## src/qstp_pkg.sv

```systemverilog
`default_nettype none

package qstp_pkg;

  // Four quaternion components, one lane each.
  localparam int NUM_LANES = 4;

  // Seven trial bits give the byte offset from the midpoint (0..127).
  localparam int SEARCH_STEPS = 7;

  // Pipeline depth: magnitude/square, sum/scale, search steps, output.
  localparam int NUM_STAGES = SEARCH_STEPS + 3;

  // The scale 255^2 = 65025 = 2^16 - 2^9 + 1, applied as shifts and adds.
  localparam int SCALE_SHIFT_HI = 16;
  localparam int SCALE_SHIFT_LO = 9;

  // Tag byte base and the byte midpoint.
  localparam logic [7:0] TAG_BASE  = 8'd252;
  localparam logic [7:0] CODE_MID  = 8'd128;

  typedef logic [1:0] lane_idx_t;
  typedef logic [NUM_STAGES-1:0] stage_en_t;

  // What one lane found at the end of its search.
  typedef struct packed {
    logic [SEARCH_STEPS-1:0] k;
    logic                    exact;
    logic                    neg;
  } lane_res_t;

  // What the merge stage found over all lanes.
  typedef struct packed {
    lane_idx_t big;
    logic      zero;
  } merge_res_t;

endpackage

`default_nettype wire

```

## src/qstp_lane.sv

```systemverilog
`default_nettype none

module qstp_lane #(
  parameter int COMPONENT_BITS = 16
) (
  input  wire logic                            clk,
  input  wire qstp_pkg::stage_en_t             en,
  input  wire logic [COMPONENT_BITS-1:0]       comp,
  input  wire logic [2*COMPONENT_BITS:0]       sum,
  output logic      [COMPONENT_BITS-1:0]       mag,
  output logic      [2*COMPONENT_BITS-1:0]     sq,
  output qstp_pkg::lane_res_t                  res
);

  localparam int SW = 2 * COMPONENT_BITS + 1;
  localparam int W  = 2 * COMPONENT_BITS + 18;
  localparam int NS = qstp_pkg::SEARCH_STEPS;

  logic [COMPONENT_BITS-1:0] mag0;
  logic           neg0;
  logic [W-1:0]   r1;
  logic           neg1;

  // Magnitude at the component width, so the most negative value maps to 2^(N-1).
  assign mag0 = comp[COMPONENT_BITS-1] ? (~comp + 1'b1) : comp;

  // Stage 0: magnitude, sign and square of the component.
  always_ff @(posedge clk) begin
    if (en[0]) begin
      neg0 <= comp[COMPONENT_BITS-1];
      mag  <= mag0;
      sq   <= mag0 * mag0;
    end
  end

  // Stage 1: right-hand side 65025 * q^2 by shifts and adds.
  always_ff @(posedge clk) begin
    if (en[1]) begin
      r1   <= (W'(sq) << qstp_pkg::SCALE_SHIFT_HI) - (W'(sq) << qstp_pkg::SCALE_SHIFT_LO)
            + W'(sq);
      neg1 <= neg0;
    end
  end

  // Search registers: P = 2*S*k^2, Q = 2*S*k, one set per step.
  logic [W-1:0]  p   [1:NS];
  logic [W-1:0]  q   [1:NS];
  logic [W-1:0]  r   [1:NS];
  logic [SW-1:0] s   [1:NS];
  logic [NS-1:0] k   [1:NS];
  logic          n   [1:NS];

  // One trial bit per step, from the top bit down: accept it while
  // 2*S*(k+b)^2 stays at or below 65025*q^2.
  for (genvar t = 0; t < NS; t++) begin : g_step
    localparam int BB = NS - 1 - t;
    logic [W-1:0]  p_in;
    logic [W-1:0]  q_in;
    logic [W-1:0]  r_in;
    logic [SW-1:0] s_in;
    logic [NS-1:0] k_in;
    logic          n_in;
    logic [W-1:0]  trial;

    if (t == 0) begin : g_first
      assign p_in = '0;
      assign q_in = '0;
      assign r_in = r1;
      assign s_in = sum;
      assign k_in = '0;
      assign n_in = neg1;
    end else begin : g_rest
      assign p_in = p[t];
      assign q_in = q[t];
      assign r_in = r[t];
      assign s_in = s[t];
      assign k_in = k[t];
      assign n_in = n[t];
    end

    assign trial = p_in + (q_in << (BB + 1)) + (W'(s_in) << (2 * BB + 1));

    always_ff @(posedge clk) begin
      if (en[t+2]) begin
        r[t+1] <= r_in;
        s[t+1] <= s_in;
        n[t+1] <= n_in;
        if (trial <= r_in) begin
          p[t+1] <= trial;
          q[t+1] <= q_in + (W'(s_in) << (BB + 1));
          k[t+1] <= k_in | (NS'(1) << BB);
        end else begin
          p[t+1] <= p_in;
          q[t+1] <= q_in;
          k[t+1] <= k_in;
        end
      end
    end
  end

  assign res.k     = k[NS];
  assign res.exact = (p[NS] == r[NS]);
  assign res.neg   = n[NS];

endmodule

`default_nettype wire

```

## config.mk

```make
export PLATFORM = sky130hd
export DESIGN_NAME = qstp_lane
export DESIGN_NICKNAME = d
export VERILOG_FILES = /design/src/qstp_pkg.sv /design/src/qstp_lane.sv
export SDC_FILE = /design/constraint.sdc
export NUM_CORES = 2
export LEC_CHECK = 0
export BUFFER_PORTS_ARGS = -buffer_cell sky130_fd_sc_hd__buf_2
export CAP_MARGIN = 5
export CORE_MARGIN = 2
export CORE_UTILIZATION = 50
export DETAILED_ROUTE_END_ITERATION = 8
export PLACE_DENSITY = 0.7
export SKIP_CTS_REPAIR_TIMING = 1
export SYNTH_ARGS = -nofsm -noshare
export SYNTH_HDL_FRONTEND = slang
export SYNTH_SLANG_ARGS = --single-unit
```

## constraint.sdc

```tcl
create_clock -name clk -period 11.9 [get_ports clk]
set_input_delay 2.38 -clock clk [delete_from_list [all_inputs] [get_ports clk]]
set_output_delay 2.38 -clock clk [all_outputs]
set_load 0.05 [all_outputs]
```

# After elaboration in Yosys (flattened, before gate mapping)
# Memory sizes are Yosys's and may differ from the RTL's.
# Cells that the tools add are included.
# op_classes
shift	0
reduce_logical	0
magnitude_cmp	7
n_eq_ne	1
mul	1
muxes	78
bitwise_logic	22
n_addsub	21
div	0
# ops
operator	n
50-bit 2-to-1 mux	14
50-bit adder	6
50-bit <= comparator	6
50-bit by 34-bit adder with 50-bit output	2
50-bit by 36-bit adder with 50-bit output	2
50-bit by 38-bit adder with 50-bit output	2
1-bit 2-to-1 mux	56
49-bit by 33-bit adder with 50-bit output	1
50-bit by 35-bit adder with 50-bit output	1
50-bit by 37-bit adder with 50-bit output	1
50-bit by 39-bit adder with 50-bit output	1
50-bit by 40-bit adder with 50-bit output	1
50-bit by 42-bit adder with 50-bit output	1
50-bit by 44-bit adder with 50-bit output	1
50-bit equality test	1
46-bit by 50-bit <= comparator with 1-bit output	1
7-bit 2-to-1 mux	7
48-bit by 41-bit subtractor with 49-bit output	1
16-bit by 16-bit multiplier with 32-bit output	1
1-bit bitwise OR	21
16-bit by 1-bit adder with 16-bit output (second input constant)	1
16-bit 2-to-1 mux	1
16-bit inverter	1
# totals
mem_count	6
ram_bits	1337
mem_bits_ro	0
latch_bits	0
register_bits	100
output_inout_bits	57
wordCells	141
# memory_table
name	depth	word_bits	rd	rd_clocked_by_memory_dff	wr	line	rtl
p	7	50	7	0	7	qstp_lane.sv:46	logic [W-1:0] p [1:NS];
q	7	50	6	0	7	qstp_lane.sv:47	logic [W-1:0] q [1:NS];
r	7	50	7	0	7	qstp_lane.sv:48	logic [W-1:0] r [1:NS];
s	7	33	6	0	7	qstp_lane.sv:49	logic [SW-1:0] s [1:NS];
k	7	7	7	0	7	qstp_lane.sv:50	logic [NS-1:0] k [1:NS];
n	7	1	7	0	7	qstp_lane.sv:51	logic n [1:NS];

# Logic depth before layout (Yosys ltp)
# An unclocked memory read counts as a cell.
# logic_depth
ltp_word	8
ltp_mapped	33
ltp_nobuf	32

# Worst setup path before layout
# OpenSTA, ideal clock, no wires.
# synth_timing
path_type	in2reg
start	input port comp[0]
end	register sq[31], data pin
arrival_ps	10125
path_slack_ps	1515
path_buffers	1
stages	31
cell_sequence	clkinv_1 -> clkbuf_1 -> ha_1 -> nand3b_1 -> or2_2 -> nand2b_1 -> o21ai_0 -> xor2_1 -> clkinv_1 -> nand2_1 -> fa_1 -> fa_1 -> inv_1 -> fa_1 -> fa_1 -> fa_1 -> inv_1 -> fa_1 -> inv_1 -> ha_1 -> and3_1 -> a221o_1 -> a21oi_1 -> nand2_1 -> o21ai_0 -> o221a_2 -> o31ai_1 -> o41ai_1 -> o21bai_1 -> a21oi_1 -> xnor2_1
# synth_between
elab_chain_cells	4
# synth_lines
item	line	rtl
start, declared	qstp_lane.sv:8	input wire logic [COMPONENT_BITS-1:0] comp,
16-bit inverter	qstp_lane.sv:25	assign mag0 = comp[COMPONENT_BITS-1] ? (~comp + 1'b1) : comp;
16-bit by 1-bit adder with 16-bit output	qstp_lane.sv:25	
16-bit 2-to-1 mux	qstp_lane.sv:25	
net mag0[12]	qstp_lane.sv:19	logic [COMPONENT_BITS-1:0] mag0;
16-bit by 16-bit multiplier with 32-bit output	qstp_lane.sv:32	sq <= mag0 * mag0;
end signal, assigned	qstp_lane.sv:32	
end, declared	qstp_lane.sv:11	output logic [2*COMPONENT_BITS-1:0] sq,
# The timed path passes the listed nets, and every way through them passes these cells.
# A chain may end at the register's enable or synchronous reset.

# Worst setup path in the final report
# Ends and elaborated chain as after synthesis.

==> impl_metrics.csv <==
group,metric,value,unit
timing,setup_viol,0,
synth,ys.flop_type,"edfxtp_1",
synth,synth-seq-cells,1157,
floorplan,fp.dieH,405,um
critical_path,cp.required,12.38,ns
critical_path,start_kind,"input pin",
timing,layout_min_cycle_time,10.28,ns
timing,rsz0062_at_grt,"false",
timing,worst_clock_skew,0.0452,ns
critical_path,end_kind,"register",
floorplan,fp.coreArea,160000,sq um
critical_path,crit_path_frequent_cell,"fa_1",
global_routing,grt_overflow,0,
cts,cts_sinks,1157,
synth,async_flop_share,0,%
job,cap_viol_max_count,0,
synth,yosysWarnings,0,
routing,drtAntennaViolNets,0,
synth,netlist_area,80400,sq um
final_layout,fillers,13486,
synth,yosysMostFrequentCell,"edfxtp_1",
floorplan,die_w,405,um
synth,synth-seq-area-share,43.2,%
place,dp_cells,9458,
global_routing,grt_pass1_wl,303,mm
final_layout,fin_cells,9688,
floorplan,design.portCount,117,
timing,hold_viol,0,
routing,firstDrtPassIters,8,
place,pre_cts_ws,0.907,ns
synth,synth-edff-count,1157,
routing,post_drt_wl_per_cell,20.0,um
synth,synth_area_leaders,"edfxtp_1 43%, ha_1 13%, fa_1 8.1%",
timing,slew_viol_final,0,
routing,drc,0,
synth,syn_inst,7246,
critical_path,path_max_fanout,16,
timing,fmax,0.0972,GHz
routing,viasPerCell,5.64,
critical_path,cpPeakStageDelay,0.56,ns
synth,yosys.area.top_type_share,43.2,%
routing,vias,54597,
floorplan,rows,147,
status,outcome,"completed",
cts,path_clk_slew,0.05,ns
critical_path,crit_slowest_cell,"fa_1",
cts,tritoncts,"built",
timing,max_slew.worst_pin.slew,1.13,ns
critical_path,critPathArrivalTime,10.76,ns
final_layout,drive_above_1_share,7.66,%
floorplan,start_util,50.2,%
global_routing,grt_usage,23.8,%
cts,clockBufferDepth,3,
timing,worst_slack,1.62,ns
final_layout,multi_input_area,42600,sq um
critical_path,criticalPathCategory,"input pin to register",
global_routing,grt_start_max_net_pins,91,
cts,worstSkewPairLatency,0.76,ns
routing,drt_iter0_markers,3914,
cts,cts_buffers,120,
place,hpwl,157,mm
synth,synth_top_area_cell,"edfxtp_1",
final_layout,syn_to_final_growth,9.27,%
timing,max_slew_margin,24.0,%
cts,cts_root_buffer,"clkbuf_16",
timing,finalSetupTns,0,ns
cts,cts_max_level,3,
final_layout,nNetsFinal,8669,
final_layout,register_area,34700,sq um
routing,wl,194,mm
synth,avgSynthCellArea,11.1,sq um
floorplan,die_area,164000,sq um
hold_path,hp-class,"register to register",
synth,ys_top_cells_by_count,"1157 x edfxtp_1, 862 x ha_1, 707 x inv_1, 584 x nand2_1, 489 x a21oi_1",
global_routing,antenna_found_initial,10,
global_routing,grt_pass1_vias,55275,
place,gp_congestion,0.929,
place,numPortBuffers,114,
synth,yosys.cell_types.count,84,
timing,period_share,86.4,%
[layout by cell type, fill, tap and decap left out, types with 45 or more instances in the layout]
| master | count |
|---|---|
| edfxtp_1 | 1157 |
| ha_1 | 862 |
| inv_1 | 707 |
| nand2_1 | 584 |
| a21oi_1 | 488 |
| nor2_1 | 409 |
| o21ai_0 | 332 |
| a21o_1 | 331 |
| fa_1 | 327 |
| xnor2_1 | 313 |
| xor2_1 | 205 |
| mux2_2 | 160 |
| clkbuf_16 | 123 |
| nand4_1 | 118 |
| nand3_1 | 107 |
| buf_2 | 107 |
| nor2b_1 | 103 |
| nand2b_1 | 89 |
| nor3_1 | 86 |
| o21a_1 | 71 |
| buf_4 | 53 |
| o21bai_1 | 51 |
| o31ai_1 | 48 |
| and3_1 | 47 |
| a211oi_1 | 45 |
[path summary, 6_finish.rpt]
kind | startpoint | endpoint | slack (ns) | cells after the start
worst max-delay path | comp[0] | sq[31]$_DFFE_PP_ | 1.62 | 32
worst min-delay path | n[3][0]$_DFFE_PP_ | n[3][1]$_DFFE_PP_ | 0.42 | 0
worst max register to register | q[0][210]$_DFFE_PP_ | q[0][274]$_DFFE_PP_ | 3.02 | 23
worst min register to register | n[3][0]$_DFFE_PP_ | n[3][1]$_DFFE_PP_ | 0.42 | 0
[flip-flops by register name, summed over array words and instances (netlist names)]
name	cells
r	343
p	293
s	198
q	191
g_step.r_in	49
sq	30
k	28
mag	16
n	7
g_step.n_in	1
neg0	1
[layout make-up]
class,instances,area share [%]
multi-input cells,5258,48.5
flip-flops and latches,1157,39.5
clock buffers,135,3.55
well taps,2160,3.08
inverters,717,3.06
repair buffers,166,1.15
clock inverters,91,1.14
diodes,4,0.0114
[critical path: cells and delay by family]
family                     cells  cell delay, ns
and+or+nand+nor                5            0.77
AOI/OAI and AO/OA             10            2.51
buffers and inverters          8            1.27
xor gates and xnor gates       2            0.28
adders and majority gates      7            3.54
[metrics by stage]
step	util (%)	area (sq um)	hold WS [ns]
floorplan	-	80500	0.400
global placement	52.3	83700	0.401
detailed placement	52.3	83700	0.408
CTS	54.8	87900	0.423
global route	54.8	87900	0.424
finish	54.8	87900	0.422
[logic make-up after synthesis]
family	after synthesis	synth area share [%]
buf+inv	841	3.94
flops	1157	43.2
compound gates	1648	13.1
simple gates	1724	10.2
mux	167	2.33
other cells	2	0.00934
xor+xnor	518	5.64
fa+ha+maj	1189	21.6
[metal layers]
layer	global-route usage [%]	routed length, um
met5	0	17
met2	40.0	91800
met1	31.9	86500
met4	8.81	6970
met3	2.58	8320
Power is left out: the tool's default activity adds up to more than one toggle a clock period on the data nets, which glitch-free logic cannot reach.
