==> src/qstp_pkg.sv <==
`default_nettype none

package qstp_pkg;

  // Four quaternion components, one lane each.
  localparam int NUM_LANES = 4;

  // Seven trial bits give the byte offset from the midpoint (0..127).
  localparam int SEARCH_STEPS = 7;

  // Pipeline depth: magnitude/square, sum/scale, search steps, output.
  localparam int NUM_STAGES = SEARCH_STEPS + 3;

  // The scale 255^2 = 65025 = 2^16 - 2^9 + 1, applied as shifts and adds.
  localparam int SCALE_SHIFT_HI = 16;
  localparam int SCALE_SHIFT_LO = 9;

  // Tag byte base and the byte midpoint.
  localparam logic [7:0] TAG_BASE  = 8'd252;
  localparam logic [7:0] CODE_MID  = 8'd128;

  typedef logic [1:0] lane_idx_t;
  typedef logic [NUM_STAGES-1:0] stage_en_t;

  // What one lane found at the end of its search.
  typedef struct packed {
    logic [SEARCH_STEPS-1:0] k;
    logic                    exact;
    logic                    neg;
  } lane_res_t;

  // What the merge stage found over all lanes.
  typedef struct packed {
    lane_idx_t big;
    logic      zero;
  } merge_res_t;

endpackage

`default_nettype wire

==> src/qstp_merge.sv <==
`default_nettype none

module qstp_merge #(
  parameter int COMPONENT_BITS = 16
) (
  input  wire logic                        clk,
  input  wire logic                        en,
  input  wire logic [COMPONENT_BITS-1:0]   mag [qstp_pkg::NUM_LANES],
  input  wire logic [2*COMPONENT_BITS-1:0] sq  [qstp_pkg::NUM_LANES],
  output logic      [2*COMPONENT_BITS:0]   sum,
  output qstp_pkg::merge_res_t             mrg
);

  localparam int SW = 2 * COMPONENT_BITS + 1;

  qstp_pkg::lane_idx_t big_next;
  logic                zero_next;

  // Largest magnitude, first index on ties.
  always_comb begin
    big_next  = '0;
    zero_next = 1'b1;
    for (int i = 0; i < qstp_pkg::NUM_LANES; i++) begin
      if (mag[i] > mag[big_next]) begin
        big_next = qstp_pkg::lane_idx_t'(i);
      end
      if (mag[i] != '0) begin
        zero_next = 1'b0;
      end
    end
  end

  // Squared length and the winner, registered together.
  always_ff @(posedge clk) begin
    if (en) begin
      sum      <= SW'(sq[0]) + SW'(sq[1]) + SW'(sq[2]) + SW'(sq[3]);
      mrg.big  <= big_next;
      mrg.zero <= zero_next;
    end
  end

endmodule

`default_nettype wire

==> config.mk <==
export PLATFORM = sky130hd
export DESIGN_NAME = qstp_merge
export DESIGN_NICKNAME = d
export VERILOG_FILES = /design/src/qstp_pkg.sv /design/src/qstp_merge.sv
export SDC_FILE = /design/constraint.sdc
export NUM_CORES = 1
export LEC_CHECK = 0
export BUFFER_PORTS_ARGS = -buffer_cell sky130_fd_sc_hd__buf_2
export CAP_MARGIN = 0
export CORE_MARGIN = 2
export CORE_UTILIZATION = 45
export CTS_CLUSTER_DIAMETER = 150
export CTS_CLUSTER_SIZE = 40
export DETAILED_ROUTE_END_ITERATION = 10
export PLACE_DENSITY = 0.73
export SETUP_SLACK_MARGIN = 0.02
export SYNTH_ARGS = -nofsm -noshare
export SYNTH_HDL_FRONTEND = slang
export SYNTH_SLANG_ARGS = --single-unit
==> constraint.sdc <==
create_clock -name clk -period 8.3 [get_ports clk]
set_input_delay 1.66 -clock clk [delete_from_list [all_inputs] [get_ports clk]]
set_output_delay 1.66 -clock clk [all_outputs]
set_load 0.005 [all_outputs]
* After elaboration in Yosys (flattened, before gate mapping)
Index checks and enable logic that the tools add are counted.
** Word-level totals
- Input bits :: 194
- Output and inout bits :: 36
- Logic and storage cells :: 27
- Register bits after elaboration :: 36
** Cells by class
- Bitwise gates (word level) :: 2
- $add $sub $neg :: 3
- Mux-type cells :: 9
- Reductions and logical operators :: 5
- Magnitude comparators :: 5
** Operators by type and width (count)
- 33-bit by 32-bit adder with 33-bit output :: 2
- 16-bit binary-select mux with 2-bit select :: 2
- 16-bit two-way mux :: 4
- 16-bit nonzero test :: 4
- 16-bit greater-than comparator :: 3
- 32-bit by 32-bit adder with 33-bit output :: 1
- 3-bit greater-or-equal comparator, second input constant :: 2
- 1-bit NOT with 3-bit output :: 1
- 2-bit NOT with 3-bit output :: 1
- 3-bit OR reduction :: 1
- 1-bit two-way mux :: 2
- 2-bit two-way mux :: 1

* Logic depth before layout (Yosys ltp)
Gate-level depths: netlist of run 1.
- Depth in word-level cells :: 13
- Gate-level depth with buffers :: 25
- Depth with buffers taken out :: 23

* Worst setup path before layout of run 1
OpenSTA, ideal clock, no wires.
- Path kind :: input-to-reg
- From :: input mag[63] (netlist name)
- To :: register mrg[1] (netlist name), data pin
- Data required time :: 8.024 ns
- Arrival time :: 6.450 ns
- Path buffers :: 0
- Path slack :: 1.574 ns
- Stages on the path :: 23
- Setup time :: 0.276 ns
- Cells stage by stage :: inv_1 > ha_1 > nand3_1 > or3_4 > a211oi_2 > nor3_2 > nor2_4 > mux2_2 > ha_1 > nor2b_1 > o211a_1 > a2111oi_0 > o31a_1 > o31ai_2 > mux2_2 > ha_1 > nor2b_1 > o21a_1 > o21a_1 > o2111ai_1 > a21oi_1 > a2111oi_0 > o21ai_0
** Between the ends
- Cells in the longest elaborated chain, start to end :: 13
** Ends and longest elaborated chain
- start, declared :: RTL line qstp_merge.sv:8 : input wire logic [COMPONENT_BITS-1:0] mag [qstp_pkg::NUM_LANES],
- 16-bit greater-than comparator :: RTL line qstp_merge.sv:24 : if (mag[i] > mag[big_next]) begin
- 1-bit two-way mux :: RTL line qstp_merge.sv:24
- 1-bit NOT with 3-bit output (implied by the code) :: RTL line qstp_merge.sv:24
- 16-bit binary-select mux with 2-bit select :: RTL line qstp_merge.sv:24
- 16-bit two-way mux (implied by the code) (2 in series) :: RTL line qstp_merge.sv:24
- 16-bit greater-than comparator :: RTL line qstp_merge.sv:24
- 2-bit two-way mux :: RTL line qstp_merge.sv:24
- 2-bit NOT with 3-bit output (implied by the code) :: RTL line qstp_merge.sv:24
- 16-bit binary-select mux with 2-bit select :: RTL line qstp_merge.sv:24
- 16-bit two-way mux (implied by the code) (2 in series) :: RTL line qstp_merge.sv:24
- 16-bit greater-than comparator :: RTL line qstp_merge.sv:24
- end, declared :: RTL line qstp_merge.sv:11 : output qstp_pkg::merge_res_t mrg
Parallel ways exist; a longest one is shown, timed or not. The select of a mux whose other input is x is not followed.
A chain may end at the register's enable or synchronous reset.

* Final worst setup path of run 1
Ends and elaborated chain as after synthesis.

==> results_dict.tcl, run 1 <==
set metrics [dict create \
    grt-ovfl-total 0 \
    status "finished clean" \
    drt-pass1-iter-count 4 \
    final_cell_mix "buf_2, ha_1, fa_1" \
    cp_slowest_cell "a2111oi_0" \
    chipHeight_um 117 \
    synth.distinct_cells 53 \
    worst_slack_ps 1160 \
    max_freq_ghz 0.140 \
    drive_gt1_frac 0.335 \
    dp_hpwl_um 14100 \
    seq_area_um2 1080 \
    vias 5227 \
    path_class "input pin to flop" \
    cts_buffers 5 \
    via_per_inst 5.50 \
    antenna_found_initial 0 \
    nNetsFinal 1116 \
    synth-seq-cells 36 \
    setup_tns_ps 0 \
    cp_common_cell "ha_1" \
    fillers 1110 \
    clock_path_buffers 2 \
    path_depth 24 \
    worstPathArrival_ps 7150 \
    synth_ff_type "edfxtp_1" \
    syn_nets 890 \
    crit_chain "buf_2 -> inv_1 -> ha_1 -> nand3_1 -> or3_4 -> a211oi_2 -> nor3_2 -> nor2_4 -> mux2_2 -> ha_1 -> nor2b_1 -> o211a_1 -> a2111oi_0 -> o31a_1 -> o31ai_2 -> buf_4 -> mux2_2 -> ha_1 -> a21o_1 -> a21o_1 -> a21oi_1 -> a21oi_1 -> a2111oi_0 -> o21ai_0" \
    grtUsageTotal 0.233 \
    crit_family "compound AO/OA/AOI/OAI gates" \
    rows 41 \
    drc 0 \
    syn_inst 552 \
    slew_headroom 0.442 \
    dp_worst_setup_slack_ps 892 \
    final_hold_viol_count 0 \
    p_leak_nw 3.51 \
    slew_violations 0 \
    wl_um 15800 \
    pin_count 230 \
    fin_area_um2 7210 \
    rsz0062_at_grt "no" \
    path_buf_inv 3 \
    multiInputGateArea_um2 4440 \
    root_buffer "clkbuf_16" \
    core-area_um2 12600 \
    die_x_um 117 \
    yosysSeqAreaShare 0.187 \
    synthXorXnorAreaFrac 0.0424 \
    synth-adder-area-share 0.395 \
    initialDrtViolationCount 244 \
    cts_resized 0 \
    layout_commonest_cell "buf_2" \
    yosys.area_share.simple 0.112 \
    ys_warn_count 0 \
    final.min_clock_period_ps 7140 \
    powerDensity_nw_per_um2 206 \
    cts_tree "done" \
    cp-start-kind "input pin" \
    num_antenna_cells 0 \
    cap_violations 0 \
    critPathMaxFanout 17 \
    start_util 0.460 \
    synth_area_per_cell_um2 10.5 \
    synth-compound-area-share 0.151 \
    required_ps 8310 \
    grt_pass1_vias 5357 \
    drtAntennaViolNets 0 \
    io_buffers 229 \
    synth_top_family_by_area "adder cells" \
    post-route-util 0.574 \
    synth_edf_count 36 \
    max_stage_delay_ps 510 \
    area_growth_pct 24.9 \
    cts_sinks 36 \
    ir_worst_vdd_mv 0.0975 \
    min_period_over_period 0.860 \
    worstMarginPinSlew_ps 836 \
    async_flop_share 0 \
    gp_congestion 1.00 \
    holdPathStages 2 \
    clk_pin_slew_worst_paths_ps 50 \
    post-cts-setup-buffers 0 \
    hold_path_class "input pin to flop" \
    end_kind "flop" \
    grt_max_degree 37 \
    wl_per_cell_um 16.7 \
    synth.area.mux_share 0.0684 \
    syn-cell-area_um2 5780 \
    grt_pass1_wl_um 26400 \
    cts-hold-fix-buffers 0 \
    die_area_um2 13800 \
    htree_levels 2 \
    power.total_mw 1.48 \
    placed_cell_area_um2 7080 \
    setup_viol 0 \
]
## final cells by class
cell class                 instances  share of cell area
multi-input combinational        454               0.616
timing repair buffer             230               0.160
sequential                        36               0.150
tap                              172              0.0298
inverter                          51              0.0265
clock buffer                       5              0.0173
clock inverter                     2             0.00104
## worst paths after layout
kind | from | slack, ps | to
hold / removal | sq[96] | 1680 | sum[0]
setup / recovery | mag[63] | 1160 | mrg[1]
## cells in the mapped netlist, drive strengths merged (4+ instances only)
| master | number | area share |
|---|---|---|
| xor2 | 13 | 0.020 |
| nand3 | 13 | 0.011 |
| inv | 51 | 0.033 |
| a21o | 18 | 0.023 |
| o21bai | 7 | 0.0091 |
| a21oi | 36 | 0.031 |
| nand4 | 16 | 0.017 |
| mux2 | 17 | 0.039 |
| a31oi | 8 | 0.0087 |
| nand2b | 4 | 0.0043 |
| o21ai | 25 | 0.022 |
| nor4 | 19 | 0.021 |
| nor3 | 7 | 0.0069 |
| ha | 80 | 0.17 |
| fa | 64 | 0.22 |
| nand2 | 20 | 0.013 |
| nor2b | 6 | 0.0065 |
| a211oi | 6 | 0.0095 |
| xnor2 | 15 | 0.023 |
| and3 | 8 | 0.0087 |
| a221oi | 4 | 0.0061 |
| mux2i | 17 | 0.029 |
| o21a | 4 | 0.0052 |
| clkbuf | 9 | 0.0058 |
| nor2 | 16 | 0.012 |
| edfxtp | 36 | 0.19 |
## metal layers
| metal | GRT usage | part of all wire | up-vias |
|---|---|---|---|
| met1 | 0.291 | 0.41 | 2474 |
| met3 | 0.0394 | 0.061 | 34 |
| met2 | 0.418 | 0.50 | 207 |
| met5 | 0 | 0 | - |
| li1 | - | - | 2512 |
| met4 | 0.0587 | 0.030 | 0 |
## state kept, by name, summed over array words and instances (netlist names)
name  cells
mrg       3
sum      33
## power breakdown
group          internal [mW]  switching, mW
combinational          0.432          0.523
clock                  0.107         0.0687
sequential             0.327         0.0251
## through the flow
step           std cells  hold WS [ps]
3_5_place_dp         943          1970
2_1_floorplan        552          1770
5_1_grt              950          1720
6_report             950          1680
3_3_place_gp         943          1970
4_1_cts              950          1690
## kinds of logic after synthesis
family / Yosys count
muxes: 34
xor gates and xnor gates: 28
and+or+nand+nor: 118
buffers and inverters: 62
AOI/OAI and AO/OA: 130
adders and majority gates: 144
DFF: 36
No activity file was read; power rests on OpenSTA's default activity.
==> inputs of run 2 (changes only) <==
==> constraint.sdc (replaced) <==
create_clock -name clk -period 8.3 [get_ports clk]
set_input_delay 0.415 -clock clk [delete_from_list [all_inputs] [get_ports clk]]
set_output_delay 0.415 -clock clk [all_outputs]
set_load 0.005 [all_outputs]
==> run 2 against run 1 <==
Net effect:
- worst setup slack improved by 1000 ps
- worst hold slack got worse by 1200 ps
- fmax up 17%
- non-clock buffer count stayed put
- critical path type unchanged
- core utilization about the same
- first-iteration DRC count rose by 22%
- count of clock-buffer cells in the layout increased by 2
- design area is essentially flat
==> results_dict.tcl, run 2 (synthesis gave the netlist of run 1 again) <==
set metrics [dict create \
    status "finished clean" \
    slew_headroom 0.445 \
    root_buffer "clkbuf_16" \
    hold_path_class "input pin to flop" \
    multiInputGateArea_um2 4440 \
    htree_levels 2 \
    area_growth_pct 24.9 \
    grt_pass1_vias 5503 \
    fillers 1119 \
    critPathMaxFanout 18 \
    final.min_clock_period_ps 6100 \
    crit_family "compound AO/OA/AOI/OAI gates" \
    final_cell_mix "buf_2, ha_1, fa_1" \
    wl_per_cell_um 16.7 \
    end_kind "flop" \
    use_met3 0.0384 \
    path_buf_inv 3 \
    clk_pin_slew_worst_paths_ps 50 \
    gp_congestion 1.03 \
    path_class "input pin to flop" \
    worstMarginPinSlew_ps 833 \
    setup_viol 0 \
    wl_um 15900 \
    final_hold_viol_count 0 \
    fin_area_um2 7220 \
    drc 0 \
    drive_gt1_frac 0.335 \
    grt.busiest_layer "met2" \
    drtAntennaViolNets 0 \
    via_per_inst 5.52 \
    powerDensity_nw_per_um2 207 \
    layout_commonest_cell "buf_2" \
    grt_util_met1 0.287 \
    clock_path_buffers 2 \
    seq_area_um2 1080 \
    initialDrtViolationCount 297 \
    largest_register_ff_count 33 \
    core-area_um2 12600 \
    post-cts-setup-buffers 0 \
    placed_cell_area_um2 7080 \
    cts-hold-fix-buffers 0 \
    ir_worst_vdd_mv 0.0942 \
    nNetsFinal 1116 \
    reg_top3 "sum: 33 flops, mrg: 3 flops" \
    min_period_over_period 0.735 \
    required_ps 8300 \
    globalRouteMet2Util 0.417 \
    worst_slack_ps 2200 \
    grt_max_degree 37 \
    hold_slack_ps 442 \
    cap_violations 0 \
    start_util 0.460 \
    die_x_um 117 \
    drt-pass1-iter-count 4 \
    cts_buffers 5 \
    num_antenna_cells 0 \
    rsz0062_at_grt "no" \
    vias 5251 \
    cp-start-kind "input pin" \
    p_leak_nw 3.51 \
    rows 41 \
    cts_sinks 36 \
    top_register "sum" \
    worstPathArrival_ps 6110 \
    chipHeight_um 117 \
    dp_hpwl_um 14100 \
    post-route-util 0.574 \
    grt-ovfl-total 0 \
    antenna_found_initial 0 \
    max_stage_delay_ps 520 \
    cts_resized 0 \
    die_area_um2 13800 \
    cts_tree "done" \
    max_freq_ghz 0.164 \
    grtUsageTotal 0.232 \
    io_buffers 229 \
    pin_count 230 \
    cp_slowest_cell "nor2_4" \
    slew_violations 0 \
    setup_tns_ps 0 \
    dp_worst_setup_slack_ps 1960 \
    grt_pass1_wl_um 26300 \
    cp_common_cell "ha_1" \
]
run 2: cell count changes in the layout (fill, tap and decap cells not counted), sizes merged:
cell,previous run,this run
clkbuf,5,7
clkinv,2,1
run 2: per-stage QoR:
stage | total power [mW] | cells
after floorplan | 0.991 | 552
after global placement | 1.28 | 943
after detailed placement | 1.31 | 943
after CTS | 1.49 | 951
after global routing | 1.62 | 951
final | 1.49 | 951
run 2: area by class of cell:
type	count	share of cell area
sequential	36	0.150
multi-input combinational	454	0.615
timing repair buffer	230	0.160
tap	172	0.0298
clock buffer	7	0.0184
clock inverter	1	0.000520
inverter	51	0.0265
run 2: routing by layer:
metal	wire, um	share of wire
met2	8000	0.50
met4	478	0.030
met1	6570	0.41
met5	0	0
met3	841	0.053
run 2: final timing paths:
path	from	to	slack, ps	cells after the start
min	sq[96]	sum[0]	440	2
max	mag[62]	mrg[1]	2200	25
run 2: power by group:
part	total, mW	switching, mW	internal (mW)
clock network	0.179	0.0688	0.110
logic	0.960	0.526	0.433
registers	0.353	0.0252	0.327
total	1.49	0.621	0.871
==> inputs of run 3 (changes only) <==
- PLACE_DENSITY: 0.73 -> 0.76
- clock period: 8.3 -> 5.2 ns (I/O delays scaled with it)
==> run 3 against run 2 <==
Net effect:
- global-route usage down 0.96 points
- design area grew 6.5%
- total power increased by 65%
- sequential share of layout area decreased by 0.91 points
- core utilization grew 3.7 points
- first-iteration DRC count up 18%
- critical path depth fell by 1
- critical path type unchanged
- wire length down 2.3%
- worst hold slack got worse by 160 ps
- sequential power increased by 56%
- count of clock-buffer cells in the layout down 2
- combinational power rose by 68%
==> results_dict.tcl, run 3 (synthesis gave the netlist of run 1 again) <==
set metrics [dict create \
    cts_tree "done" \
    clock_path_buffers 2 \
    root_buffer "clkbuf_16" \
    cts_sinks 36 \
    dp_hpwl_um 13300 \
    setup_tns_ps 0 \
    grt-ovfl-total 0 \
    max_freq_ghz 0.199 \
    pwr-share-seq 0.224 \
    grt_pass1_wl_um 25300 \
    grt_util_met1 0.266 \
    worst_slack_ps 185 \
    via_per_inst 5.38 \
    end_kind "flop" \
    largest_register_ff_count 33 \
    cap_violations 0 \
    grt_pass1_vias 5516 \
    final_cell_mix "buf_2, ha_1, fa_1" \
    cp-start-kind "input pin" \
    min_period_over_period 0.964 \
    worstPathArrival_ps 5040 \
    critPathMaxFanout 6 \
    drtAntennaViolNets 0 \
    top_register "sum" \
    reg_top3 "sum: 33 flops, mrg: 3 flops" \
    combPwrFrac 0.653 \
    die_x_um 117 \
    die_area_um2 13800 \
    path_class "input pin to flop" \
    slew_headroom 0.427 \
    clockPowerShare 0.124 \
    grt_max_degree 37 \
    nNetsFinal 1159 \
    start_util 0.460 \
    final.min_clock_period_ps 5010 \
    setup_viol 0 \
    drc 0 \
    initialDrtViolationCount 351 \
    globalRouteMet2Util 0.410 \
    vias 5354 \
    grtUsageTotal 0.223 \
    use_met3 0.0311 \
    grt.busiest_layer "met2" \
    switching_power_mw 1.01 \
    hold_slack_ps 282 \
    p_leak_nw 3.76 \
    rows 41 \
    core-area_um2 12600 \
    swShare 0.412 \
    drive_gt1_frac 0.389 \
    antenna_found_initial 1 \
    wl_per_cell_um 15.6 \
    clk_pin_slew_worst_paths_ps 60 \
    dp_worst_setup_slack_ps -226 \
    area_growth_pct 33.0 \
    powerDensity_nw_per_um2 320 \
    required_ps 5220 \
    cts-hold-fix-buffers 0 \
    ir_worst_vdd_mv 0.167 \
    pin_count 230 \
    hold_path_class "input pin to flop" \
    wl_um 15500 \
    io_buffers 229 \
    worstMarginPinSlew_ps 860 \
    chipHeight_um 117 \
    layout_commonest_cell "buf_2" \
    final_hold_viol_count 0 \
    gp_congestion 0.940 \
    cts_buffers 5 \
    drt-pass1-iter-count 4 \
    power.total_mw 2.46 \
    p_int_mw 1.45 \
    status "finished clean" \
    htree_levels 2 \
    slew_violations 0 \
]
run 3: layer usage:
layer	routed length, um	part of all wire	vias to the layer above
li1	-	-	2592
met1	6210	0.40	2533
met2	7990	0.51	197
met3	885	0.057	32
met4	437	0.028	0
met5	0	0	-
run 3: worst max-delay path, cell delays in order:
cell and delay, ps:
buf_2 90, inv_1 40, ha_1 290, nand2_1 70, or3_4 410, a211oi_2 230, nor3_2 90, nor2_4 140
buf_4 140, mux2i_1 270, ha_1 290, nor2b_1 130, o211a_1 200, a2111oi_1 380, o31a_1 220, o31ai_4 100
buf_6 150, mux2_4 300, ha_1 300, and3_4 190, nand3_2 90, or3_1 380, mux2i_1 200, o21bai_1 100
run 3: through the flow:
stage               std cells  utilization  instance area, um^2
finish                    995        0.611                 7680
global route              995        0.611                 7680
CTS                       986        0.599                 7530
detailed placement        978        0.587                 7380
global placement          978        0.587                 7380
floorplan                 552            -                 5800
run 3: repair_timing:
item | in CTS | in global routing
endpoints found under the setup margin | 0 | 2
gates resized for setup | 0 | 23
setup buffers | 0 | 8
run 3: path summary, 6_finish.rpt:
kind | startpoint | end | slack, ps | cells past startpoint
setup / recovery | mag[59] | mrg[2] | 190 | 24
hold / removal | sq[96] | sum[0] | 280 | 2
run 3: power groups by stage:
| stage | Combinational, mW | Clock [mW] | Sequential [mW] |
|---|---|---|---|
| 3_3_place_gp | 1.52 | 0 | 0.550 |
| 5_1_grt | 1.80 | 0.323 | 0.564 |
| 4_1_cts | 1.56 | 0.312 | 0.551 |
| 2_1_floorplan | 1.01 | 0 | 0.578 |
| 3_5_place_dp | 1.55 | 0 | 0.556 |
| 6_report | 1.61 | 0.304 | 0.550 |
run 3: layout make-up:
type / instances / area, um^2
fill: 1084 / 4880
multi-input combinational: 454 / 4550
timing repair buffer: 273 / 1500
sequential: 36 / 1080
tap: 172 / 215
inverter: 51 / 191
clock buffer: 5 / 125
clock inverter: 3 / 18.8
antenna: 1 / 2.50
